`src/hbs_pkg.sv`:
```
// Package with the shared widths, codes and types of the healthy backend selector.
`default_nettype none

package hbs_pkg;

    // Field widths of the item, result and configuration channels.
    localparam int CMD_W      = 1;
    localparam int INDEX_W    = 4;
    localparam int LOAD_W     = 10;
    localparam int COUNT_W    = 5;
    localparam int CFG_IDX_W  = 2;
    localparam int CFG_DATA_W = 5;

    // Command codes.
    localparam logic [CMD_W-1:0] CMD_UPDATE = 1'b0;
    localparam logic [CMD_W-1:0] CMD_CHOOSE = 1'b1;

    // Strategy codes.
    localparam logic MODE_LEAST_LOAD  = 1'b0;
    localparam logic MODE_ROUND_ROBIN = 1'b1;

    // Configuration register indexes.
    localparam logic [CFG_IDX_W-1:0] CFG_TARGET_COUNT  = 2'd0;
    localparam logic [CFG_IDX_W-1:0] CFG_STRATEGY_MODE = 2'd1;

    // One slot entry of the stats memory.
    typedef struct packed {
        logic              healthy;
        logic [LOAD_W-1:0] load;
    } slot_t;

    // Contents of a slot that was never written since reset.
    localparam slot_t SLOT_RESET = '{healthy: 1'b1, load: '0};

endpackage

`default_nettype wire

```
`src/hbs_ifs.sv`:
```
// Handshake interfaces for the request, result and configuration channels.
`default_nettype none

interface hbs_req_if;
    logic                        valid;
    logic                        ready;
    logic [hbs_pkg::CMD_W-1:0]   command;
    logic [hbs_pkg::INDEX_W-1:0] target_index;
    logic [hbs_pkg::LOAD_W-1:0]  cpu_load;
    logic                        is_healthy;

    modport source (output valid, command, target_index, cpu_load, is_healthy, input ready);
    modport sink   (input valid, command, target_index, cpu_load, is_healthy, output ready);
endinterface

interface hbs_rsp_if;
    logic                        valid;
    logic                        ready;
    logic                        found;
    logic [hbs_pkg::INDEX_W-1:0] chosen_index;

    modport source (output valid, found, chosen_index, input ready);
    modport sink   (input valid, found, chosen_index, output ready);
endinterface

interface hbs_cfg_if;
    logic                           valid;
    logic                           ready;
    logic [hbs_pkg::CFG_IDX_W-1:0]  index;
    logic [hbs_pkg::CFG_DATA_W-1:0] data;

    modport source (output valid, index, data, input ready);
    modport sink   (input valid, index, data, output ready);
endinterface

`default_nettype wire

```
`src/healthy_backend_selector_core.sv`:
```
// Healthy backend selector: slot stats memory with a scanning choose sequencer.
// An update leaves the input ready; a choose holds the input until its result is registered.
// A choose scans the n slots in use through the registered-read stats memory: least load
// makes one pass; round robin adds a second pass after reducing the pointer mod the healthy
// count by repeated subtraction (it acts as least load when no slot is healthy).
// Reset (rst_n, asynchronous, active low) marks all slots as never written
// (load 0, healthy), clears the pointer and the registers; no clearing pass.
`default_nettype none

module healthy_backend_selector_core #(
    parameter int MAX_TARGETS = 16
) (
    input  wire         clk,
    input  wire         rst_n,
    hbs_req_if.sink     req,
    hbs_rsp_if.source   rsp,
    hbs_cfg_if.sink     cfg
);

    localparam int IDX_W = (MAX_TARGETS > 1) ? $clog2(MAX_TARGETS) : 1;
    localparam int CNT_W = $clog2(MAX_TARGETS + 1);
    localparam int N_W   = (CNT_W > hbs_pkg::COUNT_W) ? CNT_W : hbs_pkg::COUNT_W;

    localparam logic [2:0] S_IDLE  = 3'd0;
    localparam logic [2:0] S_SCAN1 = 3'd1;
    localparam logic [2:0] S_MOD   = 3'd2;
    localparam logic [2:0] S_SCAN2 = 3'd3;
    localparam logic [2:0] S_DONE  = 3'd4;

    // Stats memory and its per-slot written flags.
    hbs_pkg::slot_t           mem [MAX_TARGETS];
    logic [MAX_TARGETS-1:0]   written_reg;
    hbs_pkg::slot_t           rd_slot_reg;
    logic                     rd_hit_reg;
    logic                     rd_pend_reg;
    logic [N_W-1:0]           rd_idx_reg;

    // Sequencer and configuration state.
    logic [2:0]                        state_reg, state_next;
    logic [N_W-1:0]                    issue_reg, issue_next;
    logic [N_W-1:0]                    healthy_reg, healthy_next;
    logic [hbs_pkg::LOAD_W-1:0]        best_reg, best_next;
    logic                              have_reg, have_next;
    logic [N_W-1:0]                    pick_reg, pick_next;
    logic [N_W-1:0]                    k_reg, k_next;
    logic [N_W-1:0]                    seen_reg, seen_next;
    logic [hbs_pkg::INDEX_W-1:0]       ptr_reg, ptr_next;
    logic [hbs_pkg::COUNT_W-1:0]       tc_reg, tc_next;
    logic                              mode_reg, mode_next;
    logic                              out_valid_reg, out_valid_next;
    logic                              out_found_reg, out_found_next;
    logic [hbs_pkg::INDEX_W-1:0]       out_index_reg, out_index_next;

    logic [N_W-1:0]       n_use;
    logic [N_W-1:0]       tc_ext;
    logic [N_W-1:0]       upd_idx;
    logic [N_W-1:0]       k_inc;
    logic                 req_accept;
    logic                 wr_en;
    logic [IDX_W-1:0]     wr_addr;
    hbs_pkg::slot_t       wr_slot;
    logic                 rd_en;
    logic [IDX_W-1:0]     rd_addr;
    logic                 scan_done;
    hbs_pkg::slot_t       rd_slot;

    // Number of slots in use, capped at the memory depth.
    assign tc_ext = N_W'(tc_reg);
    assign n_use  = (tc_ext > N_W'(MAX_TARGETS)) ? N_W'(MAX_TARGETS) : tc_ext;

    // Handshakes.
    assign req.ready  = (state_reg == S_IDLE);
    assign req_accept = req.valid && req.ready;
    assign cfg.ready  = 1'b1;
    assign rsp.valid        = out_valid_reg;
    assign rsp.found        = out_found_reg;
    assign rsp.chosen_index = out_index_reg;

    // Update writes go straight to the memory when the slot is in use.
    assign upd_idx = N_W'(req.target_index);
    assign wr_en   = req_accept && (req.command == hbs_pkg::CMD_UPDATE) && (upd_idx < n_use);
    assign wr_addr = upd_idx[IDX_W-1:0];
    assign wr_slot = '{healthy: req.is_healthy, load: req.cpu_load};

    // Scan reads issue one slot per cycle; the scan ends when all reads have returned.
    assign rd_en     = ((state_reg == S_SCAN1) || (state_reg == S_SCAN2)) && (issue_reg < n_use);
    assign rd_addr   = issue_reg[IDX_W-1:0];
    assign scan_done = (issue_reg >= n_use) && !rd_pend_reg;
    assign rd_slot   = rd_hit_reg ? rd_slot_reg : hbs_pkg::SLOT_RESET;
    assign k_inc     = k_reg + N_W'(1);

    // Memory array: one write port and one registered read port.
    always_ff @(posedge clk)
    begin
        if (wr_en)
        begin
            mem[wr_addr] <= wr_slot;
        end
        if (rd_en)
        begin
            rd_slot_reg <= mem[rd_addr];
        end
    end

    // Written flags and read tracking.
    always_ff @(posedge clk or negedge rst_n)
    begin
        if (!rst_n)
        begin
            written_reg <= '0;
            rd_hit_reg  <= 1'b0;
            rd_pend_reg <= 1'b0;
            rd_idx_reg  <= '0;
        end
        else
        begin
            if (wr_en)
            begin
                written_reg[wr_addr] <= 1'b1;
            end
            rd_pend_reg <= rd_en;
            if (rd_en)
            begin
                rd_hit_reg <= written_reg[rd_addr];
                rd_idx_reg <= issue_reg;
            end
        end
    end

    // Configuration register writes.
    always_comb
    begin
        tc_next   = tc_reg;
        mode_next = mode_reg;
        if (cfg.valid && cfg.ready)
        begin
            case (cfg.index)
                hbs_pkg::CFG_TARGET_COUNT:  tc_next   = cfg.data[hbs_pkg::COUNT_W-1:0];
                hbs_pkg::CFG_STRATEGY_MODE: mode_next = cfg.data[0];
                default:                    tc_next   = tc_reg;
            endcase
        end
    end

    // Choose sequencer: count and least-load pass, pointer reduction, round-robin pass.
    always_comb
    begin
        state_next     = state_reg;
        issue_next     = issue_reg;
        healthy_next   = healthy_reg;
        best_next      = best_reg;
        have_next      = have_reg;
        pick_next      = pick_reg;
        k_next         = k_reg;
        seen_next      = seen_reg;
        ptr_next       = ptr_reg;
        out_valid_next = out_valid_reg;
        out_found_next = out_found_reg;
        out_index_next = out_index_reg;

        if (out_valid_reg && rsp.ready)
        begin
            out_valid_next = 1'b0;
        end

        case (state_reg)
            S_IDLE:
            begin
                if (req_accept && (req.command == hbs_pkg::CMD_CHOOSE))
                begin
                    state_next   = S_SCAN1;
                    issue_next   = '0;
                    healthy_next = '0;
                    have_next    = 1'b0;
                    best_next    = '0;
                    pick_next    = '0;
                end
            end
            S_SCAN1:
            begin
                if (rd_en)
                begin
                    issue_next = issue_reg + N_W'(1);
                end
                if (rd_pend_reg && rd_slot.healthy)
                begin
                    healthy_next = healthy_reg + N_W'(1);
                    if (!have_reg || (rd_slot.load < best_reg))
                    begin
                        have_next = 1'b1;
                        best_next = rd_slot.load;
                        pick_next = rd_idx_reg;
                    end
                end
                if (scan_done)
                begin
                    if ((mode_reg == hbs_pkg::MODE_ROUND_ROBIN) && (healthy_reg != '0))
                    begin
                        state_next = S_MOD;
                        k_next     = N_W'(ptr_reg);
                    end
                    else
                    begin
                        state_next = S_DONE;
                    end
                end
            end
            S_MOD:
            begin
                // One subtract step per cycle until the pointer is below the healthy count.
                if (k_reg >= healthy_reg)
                begin
                    k_next = k_reg - healthy_reg;
                end
                else
                begin
                    state_next = S_SCAN2;
                    issue_next = '0;
                    seen_next  = '0;
                    have_next  = 1'b0;
                    pick_next  = '0;
                    ptr_next   = (k_inc == healthy_reg) ? '0 : k_inc[hbs_pkg::INDEX_W-1:0];
                end
            end
            S_SCAN2:
            begin
                if (rd_en)
                begin
                    issue_next = issue_reg + N_W'(1);
                end
                if (rd_pend_reg && rd_slot.healthy)
                begin
                    if ((seen_reg == k_reg) && !have_reg)
                    begin
                        have_next = 1'b1;
                        pick_next = rd_idx_reg;
                    end
                    seen_next = seen_reg + N_W'(1);
                end
                if (scan_done)
                begin
                    state_next = S_DONE;
                end
            end
            S_DONE:
            begin
                // Load the output register once it is free or being emptied.
                if (!out_valid_reg || rsp.ready)
                begin
                    out_valid_next = 1'b1;
                    out_found_next = have_reg;
                    out_index_next = have_reg ? pick_reg[hbs_pkg::INDEX_W-1:0] : '0;
                    state_next     = S_IDLE;
                end
            end
            default:
            begin
                state_next = S_IDLE;
            end
        endcase
    end

    // Sequencer, configuration and output registers.
    always_ff @(posedge clk or negedge rst_n)
    begin
        if (!rst_n)
        begin
            state_reg     <= S_IDLE;
            issue_reg     <= '0;
            healthy_reg   <= '0;
            best_reg      <= '0;
            have_reg      <= 1'b0;
            pick_reg      <= '0;
            k_reg         <= '0;
            seen_reg      <= '0;
            ptr_reg       <= '0;
            tc_reg        <= '0;
            mode_reg      <= hbs_pkg::MODE_LEAST_LOAD;
            out_valid_reg <= 1'b0;
            out_found_reg <= 1'b0;
            out_index_reg <= '0;
        end
        else
        begin
            state_reg     <= state_next;
            issue_reg     <= issue_next;
            healthy_reg   <= healthy_next;
            best_reg      <= best_next;
            have_reg      <= have_next;
            pick_reg      <= pick_next;
            k_reg         <= k_next;
            seen_reg      <= seen_next;
            ptr_reg       <= ptr_next;
            tc_reg        <= tc_next;
            mode_reg      <= mode_next;
            out_valid_reg <= out_valid_next;
            out_found_reg <= out_found_next;
            out_index_reg <= out_index_next;
        end
    end

endmodule

`default_nettype wire

```
`src/flat_wrapper.sv`:
```
// flat-port wrapper written by rule: the top's interface ports become plain ports
module healthy_backend_selector_core_flat 
#(
    parameter int MAX_TARGETS = 16
)
  (clk, rst_n, req_valid, req_command, req_target_index, req_cpu_load, req_is_healthy, req_ready, rsp_valid, rsp_found, rsp_chosen_index, rsp_ready, cfg_valid, cfg_index, cfg_data, cfg_ready);
  hbs_req_if req_i ();
  hbs_rsp_if rsp_i ();
  hbs_cfg_if cfg_i ();
  input  wire clk;
  input  wire rst_n;
  input wire logic [$bits(req_i.valid)-1:0] req_valid;
  input wire logic [$bits(req_i.command)-1:0] req_command;
  input wire logic [$bits(req_i.target_index)-1:0] req_target_index;
  input wire logic [$bits(req_i.cpu_load)-1:0] req_cpu_load;
  input wire logic [$bits(req_i.is_healthy)-1:0] req_is_healthy;
  output wire logic [$bits(req_i.ready)-1:0] req_ready;
  output wire logic [$bits(rsp_i.valid)-1:0] rsp_valid;
  output wire logic [$bits(rsp_i.found)-1:0] rsp_found;
  output wire logic [$bits(rsp_i.chosen_index)-1:0] rsp_chosen_index;
  input wire logic [$bits(rsp_i.ready)-1:0] rsp_ready;
  input wire logic [$bits(cfg_i.valid)-1:0] cfg_valid;
  input wire logic [$bits(cfg_i.index)-1:0] cfg_index;
  input wire logic [$bits(cfg_i.data)-1:0] cfg_data;
  output wire logic [$bits(cfg_i.ready)-1:0] cfg_ready;
  assign req_i.valid = req_valid;
  assign req_i.command = req_command;
  assign req_i.target_index = req_target_index;
  assign req_i.cpu_load = req_cpu_load;
  assign req_i.is_healthy = req_is_healthy;
  assign req_ready = req_i.ready;
  assign rsp_valid = rsp_i.valid;
  assign rsp_found = rsp_i.found;
  assign rsp_chosen_index = rsp_i.chosen_index;
  assign rsp_i.ready = rsp_ready;
  assign cfg_i.valid = cfg_valid;
  assign cfg_i.index = cfg_index;
  assign cfg_i.data = cfg_data;
  assign cfg_ready = cfg_i.ready;
  healthy_backend_selector_core #(.MAX_TARGETS(MAX_TARGETS)) u_core (.clk(clk), .rst_n(rst_n), .req(req_i), .rsp(rsp_i), .cfg(cfg_i));
endmodule
```
`config.mk`:
```
export PLATFORM = sky130hd
export DESIGN_NAME = healthy_backend_selector_core_flat
export DESIGN_NICKNAME = d
export VERILOG_FILES = /design/src/hbs_pkg.sv /design/src/hbs_ifs.sv /design/src/healthy_backend_selector_core.sv /design/src/flat_wrapper.sv
export SDC_FILE = /design/constraint.sdc
export NUM_CORES = 1
export LEC_CHECK = 0
export ABC_AREA = 1
export BUFFER_PORTS_ARGS = -buffer_cell sky130_fd_sc_hd__buf_2
export CAP_MARGIN = 20
export CORE_MARGIN = 2
export CORE_UTILIZATION = 60
export CTS_CLUSTER_DIAMETER = 30
export DETAILED_ROUTE_END_ITERATION = 10
export GPL_ROUTABILITY_DRIVEN = 1
export PLACE_DENSITY = 0.77
export SLEW_MARGIN = 20
export SYNTH_ARGS = -nofsm -noshare
export SYNTH_HDL_FRONTEND = slang
export SYNTH_SLANG_ARGS = --single-unit
```
`constraint.sdc`:
```
create_clock -name clk -period 3.1 [get_ports clk]
set_input_delay 0.465 -clock clk [delete_from_list [all_inputs] [get_ports clk]]
set_output_delay 0.465 -clock clk [all_outputs]
set_load 0.02 [all_outputs]
```
==> results.json, run 1 <==
{
  "period_minus_slack_ns": 2.641,
  "drt_iter0_markers": 779,
  "netlist_area_um2": 11780,
  "hold_path.class": "input port to async pin",
  "p_leak_nw": 5.759,
  "vias": 8477,
  "cp.arrival_ns": 2.87,
  "syn_nets": 1162,
  "hpwl_mm": 17.79,
  "holdBufCountCts": 0,
  "clkTransAtPathRegs_ns": 0.05,
  "period_share_pct": 85.20,
  "cts_made_buffers": 50,
  "cts_tree": "yes",
  "io-pin-count": 36,
  "num_antenna_cells": 0,
  "synthTopCellsByArea": "edfxtp_1 (48%), dfrtp_1 (16%), nand2_1 (6.3%), o21ai_0 (5.3%), nor2_1 (4.6%)",
  "avgRoutedWirePerCell_um": 19.35,
  "max_freq_mhz": 378.6,
  "violations": "hold timing",
  "finalSetupTns_ns": 0,
  "power_mw": 14.43,
  "seq_area_um2": 7518,
  "required_ns": 3.33,
  "detail_route.vias_per_cell": 5.720,
  "syn_avg_cell_area_um2": 10.65,
  "nets": 1231,
  "fp-row-count": 51,
  "largest_register_ffs": 176,
  "ys_ff_latch": 263,
  "synth_common_cells": "nand2_1 (197), edfxtp_1 (187), nor2_1 (144)",
  "core_um2": 19330,
  "drv_slew": 0,
  "start_util_pct": 60.92,
  "grt_setup_unrepaired": "false",
  "rr_startpoint": "u_core.tc_ext[1]",
  "max_slew_margin_pct": 50.11,
  "synth_top_area_share_pct": 47.67,
  "ys_async_sr_fraction_pct": 28.90,
  "drt_wl_total_mm": 28.68,
  "grt_pass1_wl_mm": 44.46,
  "ys_seq_area_share_pct": 63.82,
  "synth_cell_type_count": 43,
  "powerDensity_nw_per_um2": 1018,
  "yosys.area.top_type": "edfxtp_1",
  "dieHeight_um": 144.1,
  "post_cts.repair.setup_buffers": 0,
  "syn_to_final_growth_pct": 20.38,
  "r2r_slack_ns": 0.46,
  "synth_cells": 1106,
  "setup_viol": 0,
  "cts_root_buf": "clkbuf_16",
  "peakVddDrop_mv": 0.6356,
  "gp_congestion": 0.8888,
  "drive_above_1_share_pct": 16.68,
  "synth_flop_cell": "edfxtp_1",
  "synth_most_common_cell": "nand2_1",
  "clkSinkCount": 263,
  "grt_max_degree": 104,
  "num-fill-cells": 1307,
  "grt_usage_pct": 28.53,
  "crit_type": "flip-flop to flip-flop",
  "hold_viol_final": 33,
  "port_buffers": 34,
  "h-tree-depth": 2,
  "cp-start-kind": "flip-flop",
  "insertion_delay_ns": 0.54,
  "tightestPinTransition_ns": 0.7483,
  "grt_pass1_vias": 8445,
  "cp-end-kind": "flip-flop",
  "cp_max_fo": 13,
  "clk_path_buf_depth": 3,
  "fp.dieW_um": 144.1,
  "drv_cap": 0,
  "die_area_um2": 20770,
  "synth_edf_count": 187,
  "status": "complete, but fails checks",
  "yosysWarnings": 0,
  "drtPass1Iterations": 6,
  "grt_overflow_total": 0,
  "antenna_found_initial": 0,
  "ant_nets": 0,
  "cts.repair.resized": 0,
  "cp-startpoint": "u_core.tc_ext[1]",
  "drcViolationCount": 0,
  "multi_input_area_um2": 3745,
  "finClkSkew_ns": 0.01953,
  "timing.hold.ws_ns": -0.01587
}
-- layer usage --
layer,global-route usage (%),vias to the layer above,share of wire (%)
li1,-,3977,-
met1,35.68,4022,38
met2,48.52,402,50
met3,5.232,76,7.9
met4,13.26,0,3.8
met5,0,-,0
-- critical path, cell delays in order (launching register included) --
cell and delay, ns:
dfrtp_1 0.38, nor3_1 0.20, a21oi_1 0.09, inv_1 0.09, nand2_1 0.09, ha_1 0.29
a21oi_1 0.14, o21ai_0 0.09, nor2_1 0.17, nand2_2 0.29, nor3_2 0.24, buf_4 0.25
-- layout by cell type (no fill, tap or decap), drive strengths merged --
cell type    n
a21boi       1
clkinv      13
nor4         1
and2         1
nor3        13
o221ai      17
ha          27
edfxtp     187
bufinv      10
nand3       57
fa           1
o21a         1
clkinvlp     6
or2         11
xor2         9
nand4        5
a21o         3
nor2       149
o211ai       5
dfrtp       76
clkbuf      58
conb         1
o22ai       29
a21oi       22
inv         95
nand3b       2
mux2         4
nor3b        1
xnor2        2
nand2      207
o21ai      138
buf         61
o21bai       4
-- path summary, 6_finish.rpt --
path                                          endpoint  cells past startpoint
min in group clk                      u_core.rsp.valid                      2
worst max-delay path                  u_core.mem[2][3]                     11
worst min register to register  u_core.written_reg[13]                      1
worst max register to register        u_core.mem[2][3]                     11
worst min-delay path                   u_core.k_reg[2]                      1
max in group asynchronous          u_core.issue_reg[0]                      1
-- cells by family (layout without fill, tap and decap cells) --
logic type	Yosys count	after routing	share of synthesized area, %
multiplexers	4	4	0.3824
AO/OA/AOI/OAI	220	220	10.97
other	1	1	0.03184
AND/OR/NAND/NOR	447	447	16.25
XOR/XNOR	11	11	0.8180
flip-flops	263	263	63.82
adder cells (fa/ha/maj)	28	28	3.038
buffers and inverters	132	243	4.685
-- power by group --
group / switching [mW] / internal, mW / total, mW
Sequential: 0.312 / 4.28 / 4.59
Combinational: 2.76 / 1.25 / 4.02
Clock: 1.82 / 4.00 / 5.82
-- area by class of cell --
type | count | share of cell area (%)
Clock buffer | 58 | 9.627
Clock inverter | 36 | 3.406
Inverter | 88 | 2.347
Multi-Input combinational cell | 711 | 26.41
Sequential cell | 263 | 53.02
Tap cell | 265 | 2.338
Timing Repair Buffer | 61 | 2.850
-- per-stage QoR --
| stage | util (%) | setup slack [ns] | hold WS [ns] | instances | cell area, um^2 |
|---|---|---|---|---|---|
| final | 73.34 | 0.4587 | -0.01587 | 1482 | 14180 |
| after global placement | 63.76 | 0.5786 | 0.4395 | 1388 | 12330 |
| after CTS | 73.32 | 0.4718 | 0.1282 | 1482 | 14180 |
| after floorplan | - | 0.2534 | 0.1694 | 1106 | 11780 |
| after global routing | 73.34 | 0.2959 | 0.04187 | 1482 | 14180 |
| after detailed placement | 63.76 | 0.5003 | 0.4500 | 1388 | 12330 |
No activity file was read; power rests on OpenSTA's default activity.
==> inputs of run 2 (changes only) <==
- REMOVE_ABC_BUFFERS: unset -> 1
==> run 2 against run 1 <==
The run now ends clean. Global-route usage up 0.47 points. Utilization decreased by 1.0 points. Fmax is 1.7% lower. Sequential power about the same. Register-to-register slack lost 0.05 ns. Critical endpoint is now u_core.mem[4][4].
==> results.json, run 2 (synthesis gave the netlist of run 1 again) <==
{
  "period_share_pct": 86.67,
  "grt_max_degree": 104,
  "powerDensity_nw_per_um2": 993.0,
  "cp.arrival_ns": 2.93,
  "drt_iter0_markers": 1085,
  "cpPeakStageDelay_ns": 0.40,
  "die_area_um2": 20770,
  "cts_tree": "yes",
  "fp-row-count": 51,
  "cp_cell_sequence": "nor3_1 > a21oi_1 > inv_1 > nand2_1 > ha_1 > a21oi_1 > o21ai_0 > nor2_1 > nand2_2 > nor3_2 > buf_4",
  "grt_pass1_wl_mm": 44.92,
  "cts_root_buf": "clkbuf_16",
  "clkTransAtPathRegs_ns": 0.05,
  "power_mw": 13.88,
  "final_cell_mix": "nand2_1 (197), edfxtp_1 (187), nor2_1 (144), o21ai_0 (125), inv_1 (81)",
  "insertion_delay_ns": 0.57,
  "drive_above_1_share_pct": 16.47,
  "finClkSkew_ns": 0.02636,
  "crit_slowest_cell": "dfrtp_1",
  "vias": 8679,
  "timing.final.ws_setup_ns": 0.4133,
  "grt_usage_pct": 29.00,
  "max_freq_mhz": 372.2,
  "core_um2": 19330,
  "avgRoutedWirePerCell_um": 19.87,
  "cp-start-kind": "flip-flop",
  "drv_slew": 0,
  "cp-end-kind": "flip-flop",
  "status": "completed",
  "ant_nets": 0,
  "cp_max_fo": 13,
  "cts.repair.resized": 0,
  "pre_cts_slack_ns": 0.4731,
  "num-fill-cells": 1273,
  "required_ns": 3.34,
  "path_buf_inv": 2,
  "crit_top_cell": "a21oi_1",
  "h-tree-depth": 2,
  "grt_setup_unrepaired": "false",
  "syn_to_final_growth_pct": 18.67,
  "peakVddDrop_mv": 0.6801,
  "grt_overflow_total": 0,
  "hold_path.class": "input port to flip-flop",
  "period_minus_slack_ns": 2.687,
  "max_slew_margin_pct": 51.43,
  "num_antenna_cells": 0,
  "drtPass1Iterations": 6,
  "io-pin-count": 36,
  "post_cts.repair.setup_buffers": 0,
  "multi_input_area_um2": 3745,
  "hold_viol_final": 0,
  "dieHeight_um": 144.1,
  "seq_area_um2": 7518,
  "p_leak_nw": 5.660,
  "timing.hold.ws_ns": 0.1158,
  "cts_made_buffers": 49,
  "gp_congestion": 0.8677,
  "tightestPinTransition_ns": 0.7259,
  "start_util_pct": 60.92,
  "drt_wl_total_mm": 29.38,
  "clk_path_buf_depth": 3,
  "fp.dieW_um": 144.1,
  "cp_top_family": "simple AND/OR/NAND/NOR gates",
  "drv_cap": 0,
  "detail_route.vias_per_cell": 5.868,
  "hpwl_mm": 18.16,
  "crit_type": "flip-flop to flip-flop",
  "nets": 1229,
  "grt_pass1_vias": 8378,
  "largest_register_ffs": 176,
  "port_buffers": 34,
  "antenna_found_initial": 0,
  "layout_commonest_cell": "nand2_1",
  "clkSinkCount": 263,
  "setup_viol": 0,
  "drcViolationCount": 0
}
[run 2: cell count changes in the layout (fill, tap and decap cells not counted), sizes merged]
cell | before | now
clkinv | 13 | 16
dlygate4sd3 | 0 | 1
clkbuf | 58 | 55
clkinvlp | 6 | 5
inv | 95 | 101
bufinv | 10 | 3
buf | 61 | 59
[run 2: layer usage]
metal	GRT usage (%)	wire [um]	part of all wire, %
met5	0	0	0
met4	15.38	1509	5.1
met3	4.702	2515	8.6
met2	49.07	14590	50
met1	36.10	10770	37
[run 2: final cells by class]
class                           instances  share of cell area [%]
Clock buffer                           55                   9.005
Clock inverter                         37                   2.837
Inverter                               88                   2.381
Multi-Input combinational cell        711                   26.79
Sequential cell                       263                   53.79
Tap cell                              265                   2.372
Timing Repair Buffer                   60                   2.828
[run 2: stage by stage]
step                instances  TNS, ns  utilization (%)  cell area [um^2]
global placement         1386        0            63.68             12310
finish                   1479        0            72.30             13980
global route             1479        0            72.30             13980
floorplan                1062   -48.06                -             11560
CTS                      1479        0            72.30             13980
detailed placement       1386        0            63.68             12310
[run 2: power breakdown]
group / internal, mW / leakage [nW] / switching, mW / total [mW]
Sequential: 4.28 / 2.69 / 0.335 / 4.62
Clock: 3.26 / 0.800 / 1.96 / 5.22
Combinational: 1.24 / 2.17 / 2.80 / 4.04
[run 2: repair_timing]
| item | in CTS | in global routing |
|---|---|---|
| setup endpoints to repair | 0 | 0 |
| hold buffers | 1 | 0 |
| endpoints found under the hold margin | 34 | 0 |
[run 2: path summary, 6_finish.rpt]
kind / start / to / slack [ns] / cells past startpoint
worst min register to register: u_core.written_reg[5] / u_core.written_reg[5] / 0.46 / 1
worst min-delay path: rsp_ready / u_core.rsp.valid / 0.12 / 2
min in group asynchronous: rst_n / u_core.written_reg[0] / 0.43 / 2
worst max register to register: u_core.tc_ext[1] / u_core.mem[4][4] / 0.41 / 11
max in group asynchronous: rst_n / u_core.rsp.chosen_index[0] / 1.97 / 3
worst max-delay path: u_core.tc_ext[1] / u_core.mem[4][4] / 0.41 / 11
==> inputs of run 3 (changes only) <==
- CORE_UTILIZATION: 60 -> 53
- PLACE_DENSITY: 0.77 -> 0.7
==> run 3 against run 2 <==
The flow now finishes with violations (hold timing). Clock-buffer cell count did not move. Register-to-register slack got worse by 0.05 ns. Sequential share of layout area down 0.47 points. Final area up 0.89%. Cell count grew 1.0%. Critical endpoint is now u_core.mem[4][1].
==> results.json, run 3 (synthesis gave the netlist of run 1 again) <==
{
  "status": "complete, but fails checks",
  "violations": "hold timing",
  "cp-startpoint": "u_core.tc_ext[1]",
  "r2r_end": "u_core.mem[4][1]",
  "grt_max_degree": 95,
  "insertion_delay_ns": 0.58,
  "grt_setup_unrepaired": "false",
  "period_share_pct": 88.42,
  "cp.arrival_ns": 3.02,
  "crit_type": "flip-flop to flip-flop",
  "port_buffers": 34,
  "cp_cell_sequence": "nor3_1 > a21oi_1 > inv_1 > nand2_1 > ha_1 > a21oi_1 > o21ai_0 > nor2_1 > nand2_2 > nor3_2 > buf_4",
  "drt_wl_total_mm": 28.54,
  "peakVddDrop_mv": 0.6642,
  "num-fill-cells": 1666,
  "gp_congestion": 0.9548,
  "core_um2": 21820,
  "setup_viol": 0,
  "max_freq_mhz": 364.8,
  "drive_above_1_share_pct": 16.64,
  "cp_max_fo": 13,
  "p_leak_nw": 5.697,
  "dieHeight_um": 153.1,
  "cp-start-kind": "flip-flop",
  "drt_iter0_markers": 801,
  "power_mw": 14.14,
  "powerDensity_nw_per_um2": 1002,
  "pre_cts_slack_ns": 0.4217,
  "timing.final.ws_setup_ns": 0.3591,
  "largest_register_ffs": 176,
  "fin_area_um2": 14100,
  "fp-row-count": 54,
  "cp-end-kind": "flip-flop",
  "cts_root_buf": "clkbuf_16",
  "cts.repair.resized": 0,
  "hold_viol_final": 8,
  "r2r.worst_path.cells": 11,
  "r2r_slack_ns": 0.36,
  "detail_route.vias_per_cell": 5.689,
  "num_antenna_cells": 0,
  "finalSetupTns_ns": 0,
  "clkSinkCount": 263,
  "drv_cap": 0,
  "cts_made_buffers": 48,
  "start_util_pct": 53.97,
  "die_area_um2": 23430,
  "max_slew_margin_pct": 48.25,
  "drv_slew": 0,
  "period_minus_slack_ns": 2.741,
  "nets": 1230,
  "crit_top_cell": "a21oi_1",
  "vias": 8500,
  "antenna_found_initial": 0,
  "post_cts.repair.setup_buffers": 0,
  "cpPeakStageDelay_ns": 0.39,
  "ant_nets": 0,
  "tightestPinTransition_ns": 0.7763,
  "crit_slowest_cell": "dfrtp_1",
  "layout_commonest_cell": "nand2_1",
  "fp.dieW_um": 153.1,
  "grt_pass1_vias": 8330,
  "rr_startpoint": "u_core.tc_ext[1]",
  "grt_pass1_wl_mm": 44.68,
  "final_cell_mix": "nand2_1 (197), edfxtp_1 (187), nor2_1 (144), o21ai_0 (125), inv_1 (81)",
  "dpl-instance-area_um2": 12340,
  "hpwl_mm": 18.62,
  "h-tree-depth": 2,
  "grt_usage_pct": 24.45,
  "syn_to_final_growth_pct": 19.73,
  "timing.hold.ws_ns": -0.008019,
  "hold_path.class": "input port to async pin",
  "grt_overflow_total": 0,
  "required_ns": 3.38,
  "io-pin-count": 36,
  "finClkSkew_ns": 0.05474,
  "drtPass1Iterations": 5,
  "clkTransAtPathRegs_ns": 0.05,
  "avgRoutedWirePerCell_um": 19.10,
  "holdBufCountCts": 0,
  "drcViolationCount": 0,
  "cts_tree": "yes",
  "clk_path_buf_depth": 3
}
## run 3: cell count changes in the layout (fill, tap and decap cells not counted), sizes merged
cell         previous run  this run
dlygate4sd3             1         0
clkinv                 16         9
clkinvlp                5         8
buf                    59        62
bufinv                  3         7
inv                   101        99
## run 3: layer usage
layer  vias up  track usage [%]  part of all wire (%)
li1       3988                -                     -
met1      4030            30.63                    39
met2       394            41.75                    49
met3        88            4.763                   7.7
met4         0            10.19                   3.6
met5         -                0                     0
## run 3: report_power, final
group          leakage (nW)  internal, mW  switching [mW]
Combinational          2.18          1.24            2.78
Clock                 0.829          3.59            1.94
Sequential             2.69          4.28           0.306
Total                  5.70          9.11            5.02
## run 3: per-stage QoR
stage          std cells  utilization [%]
2_1_floorplan       1062                -
3_3_place_gp        1404            56.55
3_5_place_dp        1404            56.55
4_1_cts             1494            64.62
5_1_grt             1494            64.62
6_report            1494            64.62
## run 3: how the worst max path moves through the flow
stage               slack, ns                  end
CTS                      0.40     u_core.mem[4][7]
detailed placement       0.42     u_core.mem[4][6]
floorplan               -1.42  u_core.issue_reg[1]
global route             0.16     u_core.mem[4][7]
global placement         0.45     u_core.mem[4][6]
finish                   0.36     u_core.mem[4][1]
## run 3: worst max-delay path, delay by kind of cell (launching register included)
| kind | cells | cell delay (ns) |
|---|---|---|
| buffers and inverters | 2 | 0.33 |
| DFF | 1 | 0.39 |
| AOI/OAI and AO/OA | 3 | 0.32 |
| and+or+nand+nor | 5 | 1.10 |
| adders and majority gates | 1 | 0.30 |
## run 3: final cells by class
class / count / area [um^2] / share of cell area [%]
Clock buffer: 55 / 1257 / 8.917
Inverter: 88 / 332.8 / 2.360
Timing Repair Buffer: 62 / 395.4 / 2.804
Tap cell: 280 / 350.3 / 2.484
Clock inverter: 35 / 503.0 / 3.567
Sequential cell: 263 / 7518 / 53.31
Multi-Input combinational cell: 711 / 3745 / 26.55
